$ cat config.mk
export PLATFORM = sky130hd
export DESIGN_NAME = url_percent_codec_core_flat
export DESIGN_NICKNAME = d
export VERILOG_FILES = /design/src/hdl/url_pcc_pkg.sv /design/src/hdl/url_pcc_ifs.sv /design/src/hdl/url_percent_codec_core.sv /design/src/hdl/url_pcc_xlate.sv /design/src/hdl/url_pcc_emit.sv /design/src/flat_wrapper.sv
export SDC_FILE = /design/constraint.sdc
export NUM_CORES = 1
export LEC_CHECK = 0
export ABC_AREA = 0
export BUFFER_PORTS_ARGS = -buffer_cell sky130_fd_sc_hd__buf_2
export CORE_ASPECT_RATIO = 0.5
export CORE_MARGIN = 10
export CORE_UTILIZATION = 55
export DETAILED_ROUTE_END_ITERATION = 7
export PLACE_DENSITY_LB_ADDON = 0.15
export SLEW_MARGIN = 10
export SYNTH_ARGS = -nofsm -noshare
export SYNTH_HDL_FRONTEND = slang
export SYNTH_HIERARCHICAL = 1
export SYNTH_SLANG_ARGS = --single-unit
$ cat constraint.sdc
create_clock -name clk -period 4.1 [get_ports clk]
set_input_delay 0.41 -clock clk [delete_from_list [all_inputs] [get_ports clk]]
set_output_delay 0.41 -clock clk [all_outputs]
set_load 0.02 [all_outputs]
$ cat src/hdl/url_pcc_pkg.sv
// Package with shared types, codes and character functions of the URL percent codec.
`timescale 1ns / 1ps

package url_pcc_pkg;

  localparam int unsigned BYTE_W    = 8;
  localparam int unsigned MAX_RES   = 3;
  localparam logic [7:0]  PCT_CHAR  = 8'h25;

  localparam logic MODE_ENCODE = 1'b0;
  localparam logic MODE_DECODE = 1'b1;

  localparam logic [1:0] PEND_NONE = 2'd0;
  localparam logic [1:0] PEND_PCT  = 2'd1;
  localparam logic [1:0] PEND_HELD = 2'd2;

  typedef logic [BYTE_W-1:0] byte_t;

  typedef struct packed {
    logic [1:0]               count;
    logic [MAX_RES-1:0][7:0]  bytes;
    logic                     str_end;
  } res_t;

  typedef struct packed {
    res_t       res;
    logic [1:0] pending_nxt;
    byte_t      held_nxt;
  } xlate_t;

  function automatic logic is_reserved(input byte_t c);
    logic r;
    r = c inside {8'h20, 8'h21, 8'h22, 8'h23, 8'h24, 8'h25, 8'h26, 8'h27, 8'h28,
                  8'h29, 8'h2A, 8'h2B, 8'h2C, 8'h2F, 8'h3A, 8'h3B, 8'h3D, 8'h3F,
                  8'h40, 8'h5B, 8'h5D};
    return r;
  endfunction

  function automatic byte_t hex_upper(input logic [3:0] n);
    byte_t r;
    if (n < 4'd10) begin
      r = 8'h30 + {4'd0, n};
    end else begin
      r = 8'h37 + {4'd0, n};
    end
    return r;
  endfunction

  // Uppercase hex digit to nibble; ok is low for anything else.
  function automatic logic [4:0] hex_value(input byte_t c);
    logic [4:0] r;
    if (c inside {[8'h30:8'h39]}) begin
      r = {1'b1, c[3:0]};
    end else if (c inside {[8'h41:8'h46]}) begin
      r = {1'b1, c[3:0] + 4'd9};
    end else begin
      r = 5'd0;
    end
    return r;
  endfunction

endpackage

$ cat src/hdl/url_pcc_ifs.sv
// Valid/ready channel interfaces for input, result and configuration transfers.
`timescale 1ns / 1ps

interface url_pcc_in_if;
  logic       valid;
  logic       ready;
  logic [7:0] in_byte;
  logic       string_end;
  modport source (output valid, output in_byte, output string_end, input ready);
  modport sink   (input valid, input in_byte, input string_end, output ready);
endinterface

interface url_pcc_out_if;
  logic       valid;
  logic       ready;
  logic [7:0] out_byte;
  logic       run_last;
  logic       out_string_end;
  modport source (output valid, output out_byte, output run_last, output out_string_end,
                  input ready);
  modport sink   (input valid, input out_byte, input run_last, input out_string_end,
                  output ready);
endinterface

interface url_pcc_cfg_if;
  logic valid;
  logic ready;
  logic mode;
  modport source (output valid, output mode, input ready);
  modport sink   (input valid, input mode, output ready);
endinterface

$ cat src/hdl/url_percent_codec_core.sv
// Top level of the URL percent codec: mode and triple state, translation and result register.
// A result is registered and appears on out_ch in the cycle after the input transfer that causes it.
// One input per cycle while out_ch accepts and each input yields at most one result byte;
// an input that yields two or three bytes holds the input side while the single result
// register, which emits one byte per transfer, hands those bytes out.
// Reset (rst_n low, synchronous) selects encode mode, drops any held triple and empties
// the result register.
`timescale 1ns / 1ps

module url_percent_codec_core (
  input  logic          clk,
  input  logic          rst_n,
  url_pcc_in_if.sink    in_ch,
  url_pcc_out_if.source out_ch,
  url_pcc_cfg_if.sink   cfg_ch
);
  import url_pcc_pkg::*;

  // Mode register and the decoder's partial triple. pending_r tells how much of a
  // percent triple has arrived; held_r keeps its first hex digit.
  logic       mode_r;
  logic [1:0] pending_r, pending_nxt;
  byte_t      held_r, held_nxt;

  xlate_t xo;
  logic   can_load;
  logic   in_xfer;
  logic   cfg_xfer;

  // The configuration channel is always ready; the user must write only while the block is idle (not enforced here).
  assign cfg_ch.ready = 1'b1;
  assign cfg_xfer     = cfg_ch.valid;

  // A new byte is taken whenever the result register is empty or is handing over its
  // final byte in this very cycle, so single-byte results stream at full rate.
  assign in_ch.ready = can_load;
  assign in_xfer     = in_ch.valid && can_load;

  url_pcc_xlate u_xlate (
    .mode    (mode_r),
    .pending (pending_r),
    .held    (held_r),
    .b       (in_ch.in_byte),
    .str_end (in_ch.string_end),
    .xo      (xo)
  );

  url_pcc_emit u_emit (
    .clk      (clk),
    .rst_n    (rst_n),
    .load     (in_xfer),
    .res      (xo.res),
    .can_load (can_load),
    .out_ch   (out_ch)
  );

  // Triple state advances on an input transfer; a mode write drops anything held and takes priority.
  always_comb begin
    pending_nxt = pending_r;
    held_nxt    = held_r;
    if (cfg_xfer) begin
      pending_nxt = PEND_NONE;
      held_nxt    = '0;
    end else if (in_xfer) begin
      pending_nxt = xo.pending_nxt;
      held_nxt    = xo.held_nxt;
    end
  end

  always_ff @(posedge clk) begin
    if (!rst_n) begin
      mode_r    <= MODE_ENCODE;
      pending_r <= PEND_NONE;
      held_r    <= '0;
    end else begin
      if (cfg_xfer) begin
        mode_r <= cfg_ch.mode;
      end
      pending_r <= pending_nxt;
      held_r    <= held_nxt;
    end
  end

`ifndef SYNTH
  // The triple counter never reaches its unused code.
  a_pending_legal: assert property (@(posedge clk) disable iff (!rst_n)
    pending_r != 2'd3)
    else $error("pending count reached unused code");

  // Encoding never starts a triple.
  a_encode_no_pending: assert property (@(posedge clk) disable iff (!rst_n)
    (mode_r == MODE_ENCODE) |-> (pending_r == PEND_NONE))
    else $error("pending triple in encode mode");

  // After the final byte of a run leaves with no new load, the output goes empty.
  a_drain_empty: assert property (@(posedge clk) disable iff (!rst_n)
    (out_ch.valid && out_ch.ready && out_ch.run_last &&
     !(in_xfer && xo.res.count != 2'd0)) |=> !out_ch.valid)
    else $error("output still valid after final byte of a run");

  // The input side stalls while more than one byte waits in the result register.
  a_stall_on_expansion: assert property (@(posedge clk) disable iff (!rst_n)
    (out_ch.valid && !out_ch.run_last) |-> !in_ch.ready)
    else $error("input accepted while an expansion drains");
`endif

endmodule

$ cat src/hdl/url_pcc_xlate.sv
// Combinational translation of one input byte into up to three result bytes.
`timescale 1ns / 1ps

module url_pcc_xlate (
  input  logic               mode,
  input  logic [1:0]         pending,
  input  url_pcc_pkg::byte_t held,
  input  url_pcc_pkg::byte_t b,
  input  logic               str_end,
  output url_pcc_pkg::xlate_t xo
);
  import url_pcc_pkg::*;

  logic [4:0] hi_v;
  logic [4:0] lo_v;
  byte_t      code_char;
  logic       code_hit;

  assign hi_v      = hex_value(held);
  assign lo_v      = hex_value(b);
  assign code_char = {hi_v[3:0], lo_v[3:0]};
  assign code_hit  = hi_v[4] && lo_v[4] && is_reserved(code_char);

  always_comb begin
    xo             = '0;
    xo.pending_nxt = pending;
    xo.held_nxt    = held;
    xo.res.str_end = str_end;
    if (mode == MODE_ENCODE) begin
      if (is_reserved(b)) begin
        xo.res.count    = 2'd3;
        xo.res.bytes[0] = PCT_CHAR;
        xo.res.bytes[1] = hex_upper(b[7:4]);
        xo.res.bytes[2] = hex_upper(b[3:0]);
      end else begin
        xo.res.count    = 2'd1;
        xo.res.bytes[0] = b;
      end
    end else begin
      case (pending)
        PEND_PCT: begin
          if (str_end) begin
            xo.res.count    = 2'd2;
            xo.res.bytes[0] = PCT_CHAR;
            xo.res.bytes[1] = b;
            xo.pending_nxt  = PEND_NONE;
          end else begin
            xo.held_nxt    = b;
            xo.pending_nxt = PEND_HELD;
          end
        end
        PEND_HELD: begin
          if (code_hit) begin
            xo.res.count    = 2'd1;
            xo.res.bytes[0] = code_char;
          end else begin
            xo.res.count    = 2'd3;
            xo.res.bytes[0] = PCT_CHAR;
            xo.res.bytes[1] = held;
            xo.res.bytes[2] = b;
          end
          xo.pending_nxt = PEND_NONE;
          xo.held_nxt    = '0;
        end
        default: begin
          if (b == PCT_CHAR && !str_end) begin
            xo.pending_nxt = PEND_PCT;
          end else begin
            xo.res.count    = 2'd1;
            xo.res.bytes[0] = b;
            xo.pending_nxt  = PEND_NONE;
          end
        end
      endcase
    end
  end

endmodule

$ cat src/hdl/url_pcc_emit.sv
// Result register that holds up to three bytes and shifts them out one per transfer.
`timescale 1ns / 1ps

module url_pcc_emit (
  input  logic                clk,
  input  logic                rst_n,
  input  logic                load,
  input  url_pcc_pkg::res_t   res,
  output logic                can_load,
  url_pcc_out_if.source       out_ch
);
  import url_pcc_pkg::*;

  logic [MAX_RES-1:0][7:0] bytes_r, bytes_nxt;
  logic [1:0]              remain_r, remain_nxt;
  logic                    end_r, end_nxt;
  logic                    out_xfer;

  assign out_xfer = out_ch.valid && out_ch.ready;
  assign can_load = (remain_r == 2'd0) || (remain_r == 2'd1 && out_ch.ready);

  assign out_ch.valid          = (remain_r != 2'd0);
  assign out_ch.out_byte       = bytes_r[0];
  assign out_ch.run_last       = (remain_r == 2'd1);
  assign out_ch.out_string_end = (remain_r == 2'd1) && end_r;

  always_comb begin
    bytes_nxt  = bytes_r;
    remain_nxt = remain_r;
    end_nxt    = end_r;
    if (load && res.count != 2'd0) begin
      bytes_nxt  = res.bytes;
      remain_nxt = res.count;
      end_nxt    = res.str_end;
    end else if (out_xfer) begin
      bytes_nxt  = {8'h00, bytes_r[MAX_RES-1:1]};
      remain_nxt = remain_r - 2'd1;
    end
  end

  always_ff @(posedge clk) begin
    if (!rst_n) begin
      remain_r <= 2'd0;
    end else begin
      remain_r <= remain_nxt;
    end
    bytes_r <= bytes_nxt;
    end_r   <= end_nxt;
  end

endmodule
$ cat src/flat_wrapper.sv
// flat-port wrapper written by rule: the top's interface ports become plain ports
module url_percent_codec_core_flat import url_pcc_pkg::*;
  (clk, rst_n, in_ch_valid, in_ch_in_byte, in_ch_string_end, in_ch_ready, out_ch_valid, out_ch_out_byte, out_ch_run_last, out_ch_out_string_end, out_ch_ready, cfg_ch_valid, cfg_ch_mode, cfg_ch_ready);
  url_pcc_in_if in_ch_i ();
  url_pcc_out_if out_ch_i ();
  url_pcc_cfg_if cfg_ch_i ();
  input  logic clk;
  input  logic rst_n;
  input wire logic [$bits(in_ch_i.valid)-1:0] in_ch_valid;
  input wire logic [$bits(in_ch_i.in_byte)-1:0] in_ch_in_byte;
  input wire logic [$bits(in_ch_i.string_end)-1:0] in_ch_string_end;
  output wire logic [$bits(in_ch_i.ready)-1:0] in_ch_ready;
  output wire logic [$bits(out_ch_i.valid)-1:0] out_ch_valid;
  output wire logic [$bits(out_ch_i.out_byte)-1:0] out_ch_out_byte;
  output wire logic [$bits(out_ch_i.run_last)-1:0] out_ch_run_last;
  output wire logic [$bits(out_ch_i.out_string_end)-1:0] out_ch_out_string_end;
  input wire logic [$bits(out_ch_i.ready)-1:0] out_ch_ready;
  input wire logic [$bits(cfg_ch_i.valid)-1:0] cfg_ch_valid;
  input wire logic [$bits(cfg_ch_i.mode)-1:0] cfg_ch_mode;
  output wire logic [$bits(cfg_ch_i.ready)-1:0] cfg_ch_ready;
  assign in_ch_i.valid = in_ch_valid;
  assign in_ch_i.in_byte = in_ch_in_byte;
  assign in_ch_i.string_end = in_ch_string_end;
  assign in_ch_ready = in_ch_i.ready;
  assign out_ch_valid = out_ch_i.valid;
  assign out_ch_out_byte = out_ch_i.out_byte;
  assign out_ch_run_last = out_ch_i.run_last;
  assign out_ch_out_string_end = out_ch_i.out_string_end;
  assign out_ch_i.ready = out_ch_ready;
  assign cfg_ch_i.valid = cfg_ch_valid;
  assign cfg_ch_i.mode = cfg_ch_mode;
  assign cfg_ch_ready = cfg_ch_i.ready;
  url_percent_codec_core u_core (.clk(clk), .rst_n(rst_n), .in_ch(in_ch_i), .out_ch(out_ch_i), .cfg_ch(cfg_ch_i));
endmodule
Word-level counts from Yosys, hierarchy flattened
Index checks and enable logic that the tools add are counted.
{ "classes": {"n_addsub": 7, "order_cmp": 10, "n_reduce_logical": 24, "n_mux": 30, "eq_ne": 46, "bitwise_logic": 1} }
{ "op_table": {"columns": ["op", "count"], "rows": [
  ["$eq 8x6->1 const B", 36],
  ["$eq 8x7->1 const B", 6],
  ["$mux 16", 3],
  ["$mux 24", 2],
  ["$pmux 8 s2", 3],
  ["$reduce_bool 21->1", 2],
  ["$mux 8", 5],
  ["$add 6x4->7 const A", 4],
  ["$mux 26", 1],
  ["$mux 5", 4],
  ["$ge 8x6->1 const B", 2],
  ["$ge 8x7->1 const B", 2],
  ["$le 8x6->1 const B", 2],
  ["$le 8x7->1 const B", 2],
  ["$mux 7", 2],
  ["$logic_and 1x1->1", 12],
  ["$mux 2", 6],
  ["$add 4x4->4 const B", 2],
  ["$lt 4x4->1 const B", 2],
  ["$pmux 2 s2", 2],
  ["$reduce_bool 2->1", 4],
  ["$eq 2x1->1 const B", 2],
  ["$reduce_and 4->1", 1],
  ["$eq 2x2->1 const B", 1],
  ["9 further kinds", 10]
]} }
{ "word_totals": {"wordCells": 126, "ff_bits": 38} }

Longest topological paths before layout
{ "depth": {"ltp_word": 13, "depth_mapped": 16, "mapped_depth_nobuf": 13} }

Modules after synthesis
The synthesis kept the hierarchy.
{ "modules_own_cells": {"columns": ["module", "cells_per_inst", "area_each_um2", "n_inst", "seq_area_each_um2"], "rows": [
  ["url_pcc_xlate", 268, 1679.1, 1, 0.0],
  ["url_pcc_emit", 115, 1251.2, 1, 790.8],
  ["url_percent_codec_core", 52, 533.0, 1, 220.2]
]} }

Worst setup path after synthesis
Ideal clock, no wire load.
{ "synth_timing": {"path_type": "input to register", "start": "in in_ch_in_byte[0]", "end": "reg u_core/u_emit/bytes_r[10] (netlist name) (enable)", "setup_time_ns": 0.381, "path_buffers": 3, "t_required_ns": 3.719, "path_stages": 14, "path_slack_ns": -0.164, "arrival_ns": 3.883, "path_cell_list": "clkbuf_1 -> inv_1 -> ha_1 -> or3b_2 -> a311o_1 -> nand2_1 -> nor2_1 -> a2111oi_4 -> nor2_2 -> buf_6 -> o21ai_0 -> o21ai_4 -> buf_4 -> nand2_1"} }
{ "synth_lines": {"columns": ["element", "line", "source"], "rows": [
  ["from (decl)", "flat_wrapper.sv:10", "input wire logic [$bits(in_ch_i.in_byte)-1:0] in_ch_in_byte;"],
  ["to (signal assigned)", "url_pcc_emit.sv:47", "bytes_r <= bytes_nxt;"],
  ["to (decl)", "url_pcc_emit.sv:14", "logic [MAX_RES-1:0][7:0] bytes_r, bytes_nxt;"]
]} }

==> results.cfg <==
[placement]
portBuffers = 26
hpwl_um = 7020
place_area_um2 = 3560
dp_worst_setup_slack_ns = 0.337
dp.cells = 523
gp_congestion = 0.946

[worst_setup_path]
crit_type = in -> reg
arrival_ns = 3.52
cp_cell_sequence = buf_2 > inv_1 > ha_1 > or3b_2 > a311o_1 > nand2_1 > nor2_1 > a2111oi_4 > nor2_2 > o21ai_0 > o21ai_4 > nand2_2 > buf_4
critPathLaunchType = input port
crit_path_end_kind = flop
critical_path_buf_inv_count = 3
path_delay_family = compound AO/OA/AOI/OAI gates
critPathMaxFanout = 16
required_ns = 4.07
slowest_delay_ns = 0.48
slowest_stage = or3b_2

[timing]
slew_headroom = 0.554
hold_viol_final = 0
setup_violations = 0
skew_ns = 0.00564
period_needed_ns = 3.56
slew_viol_final = 0
timing.fmax_mhz = 281
tightest_slew_ns = 0.667
min_period_over_period = 0.868
rsz0062_at_grt = false
setup_tns_ns = 0
setup_ws_ns = 0.542

[routing]
via_per_inst = 6.15
vias = 3266
dr.pass1.iters = 5
drc = 0
drt_wl_total_um = 9490
postRouteAntennaNets = 0
routedWlPerCell_um = 17.9
first_iter_violations = 387

[clock_tree]
clk_pin_slew_worst_paths_ns = 0.06
clk_latency_ns = 0.28
cts.htree.levels = 2
cts_tree = yes
cts_root_buffer = clkbuf_16
cts_made_buffers = 5
clock_sinks = 38
hold_buffers = 0
postCtsSetupBuffers = 0
cts.repair.resized = 0
clockBufferDepth = 2

[hold_path]
hold_path_class = in -> reg

[finish]
final_common_cell = nand2_1
drive_gt1_frac = 0.169
mostFrequentLayoutCells = nand2_1 (93), nor2_1 (27), buf_2 (26)
stdcell_area_um2 = 3700
fillers = 557
antenna-diode-count = 0
syn2layout_area_growth_pct = 6.90
postLayoutCoreUtil = 0.609
fin_nets = 475
stdcell_count = 531

[floorplanning]
initial_utilization = 0.570
die_h_um = 76.1
coreArea_um2 = 6080
fp.dieW_um = 132
rows = 20
io_pins = 28
die-area_um2 = 10100

[synth]
synthDistinctLibCells = 67
synth-seq-cells = 38
ys_warn_count = 6
synth_seq_area_share = 0.292
synth-edff-count = 25
synthTopCellsByArea = edfxtp_1 (22%), nand2_1 (10%), dfxtp_1 (7.5%)
async_flop_share = 0
syn_area_um2 = 3460
synth_nets = 468
synth_top_area_cell = edfxtp_1
ys.flop_type = edfxtp_1
synth_cells = 435
synth_top_area_frac = 0.217
avgSynthCellArea_um2 = 7.96

[grt]
grt_pass1_vias = 2800
antenna_found_initial = 0
grt.total_usage = 0.181
overflow = 0
grt_max_degree = 26
grt_pass1_wl_um = 15200

[power]
irDropWorstVdd_mv = 0.156
p_leak_uw = 0.00142
p_per_area_nw_per_um2 = 405

[job]
max_cap_violations = 0

[status]
status = complete, no violations
-- cells in the mapped netlist (2+ instances only) --
library cell / number
nor3_1: 4
a21bo_1: 9
dfxtp_1: 13
nor2_1: 27
or2_2: 2
nor2b_1: 2
o21ai_0: 24
buf_4: 13
xnor2_1: 5
o31ai_1: 5
a311oi_1: 2
clkbuf_1: 15
and3_1: 4
nand3_1: 18
a22oi_1: 3
or3b_2: 2
nor4b_1: 2
a31oi_1: 3
a22o_1: 10
o21ai_1: 3
nor3b_1: 3
a21o_1: 2
mux2i_1: 5
a21oi_1: 24
o31ai_2: 2
a2111oi_4: 3
and2_1: 12
edfxtp_1: 25
ha_1: 18
inv_1: 21
and2_4: 3
o311a_1: 2
buf_6: 4
a32o_1: 2
nand2_1: 94
a21oi_2: 10
nand2b_1: 4
buf_2: 3
o22ai_1: 4
-- final cells by class --
class / instances / area, um2 / area share
well taps: 88 / 110 / 0.0297
clock inverters: 2 / 10.0 / 0.00270
repair buffers: 37 / 213 / 0.0575
clock buffers: 6 / 129 / 0.0348
inverters: 23 / 88.8 / 0.0240
flip-flops and latches: 38 / 1010 / 0.273
multi-input cells: 337 / 2140 / 0.578
-- report_power, final --
part	switching [uW]	leakage [uW]	internal [uW]
clock	145	0.0000706	223
sequential	31.0	0.000357	568
combinational	372	0.000995	159
total	549	0.00142	950
-- cells by family (layout without fill, tap and decap cells) --
family | count (synthesis) | after routing | share of synthesized area
mux | 6 | 6 | 0.0177
other cells | 1 | 1 | 0.00108
xor+xnor | 5 | 5 | 0.0126
buf+inv | 60 | 68 | 0.0907
fa+ha+maj | 18 | 18 | 0.0650
flops | 38 | 38 | 0.292
compound gates | 124 | 124 | 0.275
simple gates | 183 | 183 | 0.246
-- registers in the layout, indices dropped and copies added (netlist names) --
signal                         flops
u_core/u_emit/bytes_r             16
u_core/held_r                      8
u_core/u_emit/out_ch.out_byte      8
u_core/pending_r                   2
u_core/u_emit/remain_r             2
u_core/mode_r                      1
u_core/u_emit/end_r                1
-- metrics by stage --
stage	power, uW	hold slack, ns
global placement	1120	0.465
finish	1500	0.407
global route	1600	0.421
detailed placement	1140	0.485
CTS	1510	0.405
floorplan	1050	0.447
-- worst paths after layout --
kind / slack [ns] / from / endpoint / cells after the start
setup / recovery: 0.54 / in_ch_in_byte[0] / u_core/u_emit/out_ch.out_byte[6]$_DFFE_PP_ / 13
hold / removal: 0.41 / rst_n / u_core/u_emit/remain_r[1]$_SDFFE_PN0P_ / 3
setup reg to reg: 0.63 / u_core/held_r[0]$_SDFFE_PP0P_ / u_core/u_emit/out_ch.out_byte[6]$_DFFE_PP_ / 12
hold reg to reg: 0.48 / u_core/u_emit/remain_r[1]$_SDFFE_PN0P_ / u_core/u_emit/remain_r[1]$_SDFFE_PN0P_ / 2
-- layer usage --
layer	vias to the layer above	routed length [um]	global-route usage
li1	1533	-	-
met4	0	73	0.0273
met5	-	0	0
met1	1549	4570	0.276
met2	169	3920	0.250
met3	15	921	0.0428
-- worst reg2reg max path, stage by stage (launching register included) --
cell,delay (ns)
dfxtp_1,0.51
inv_1,0.24
ha_1,0.31
nor2_1,0.14
o21ai_0,0.11
a22o_1,0.30
and2_1,0.19
a2111oi_4,0.34
nor2_2,0.10
o21ai_0,0.46
o21ai_4,0.14
nand2_2,0.09
buf_4,0.23
(Power assumes the default switching activity.)
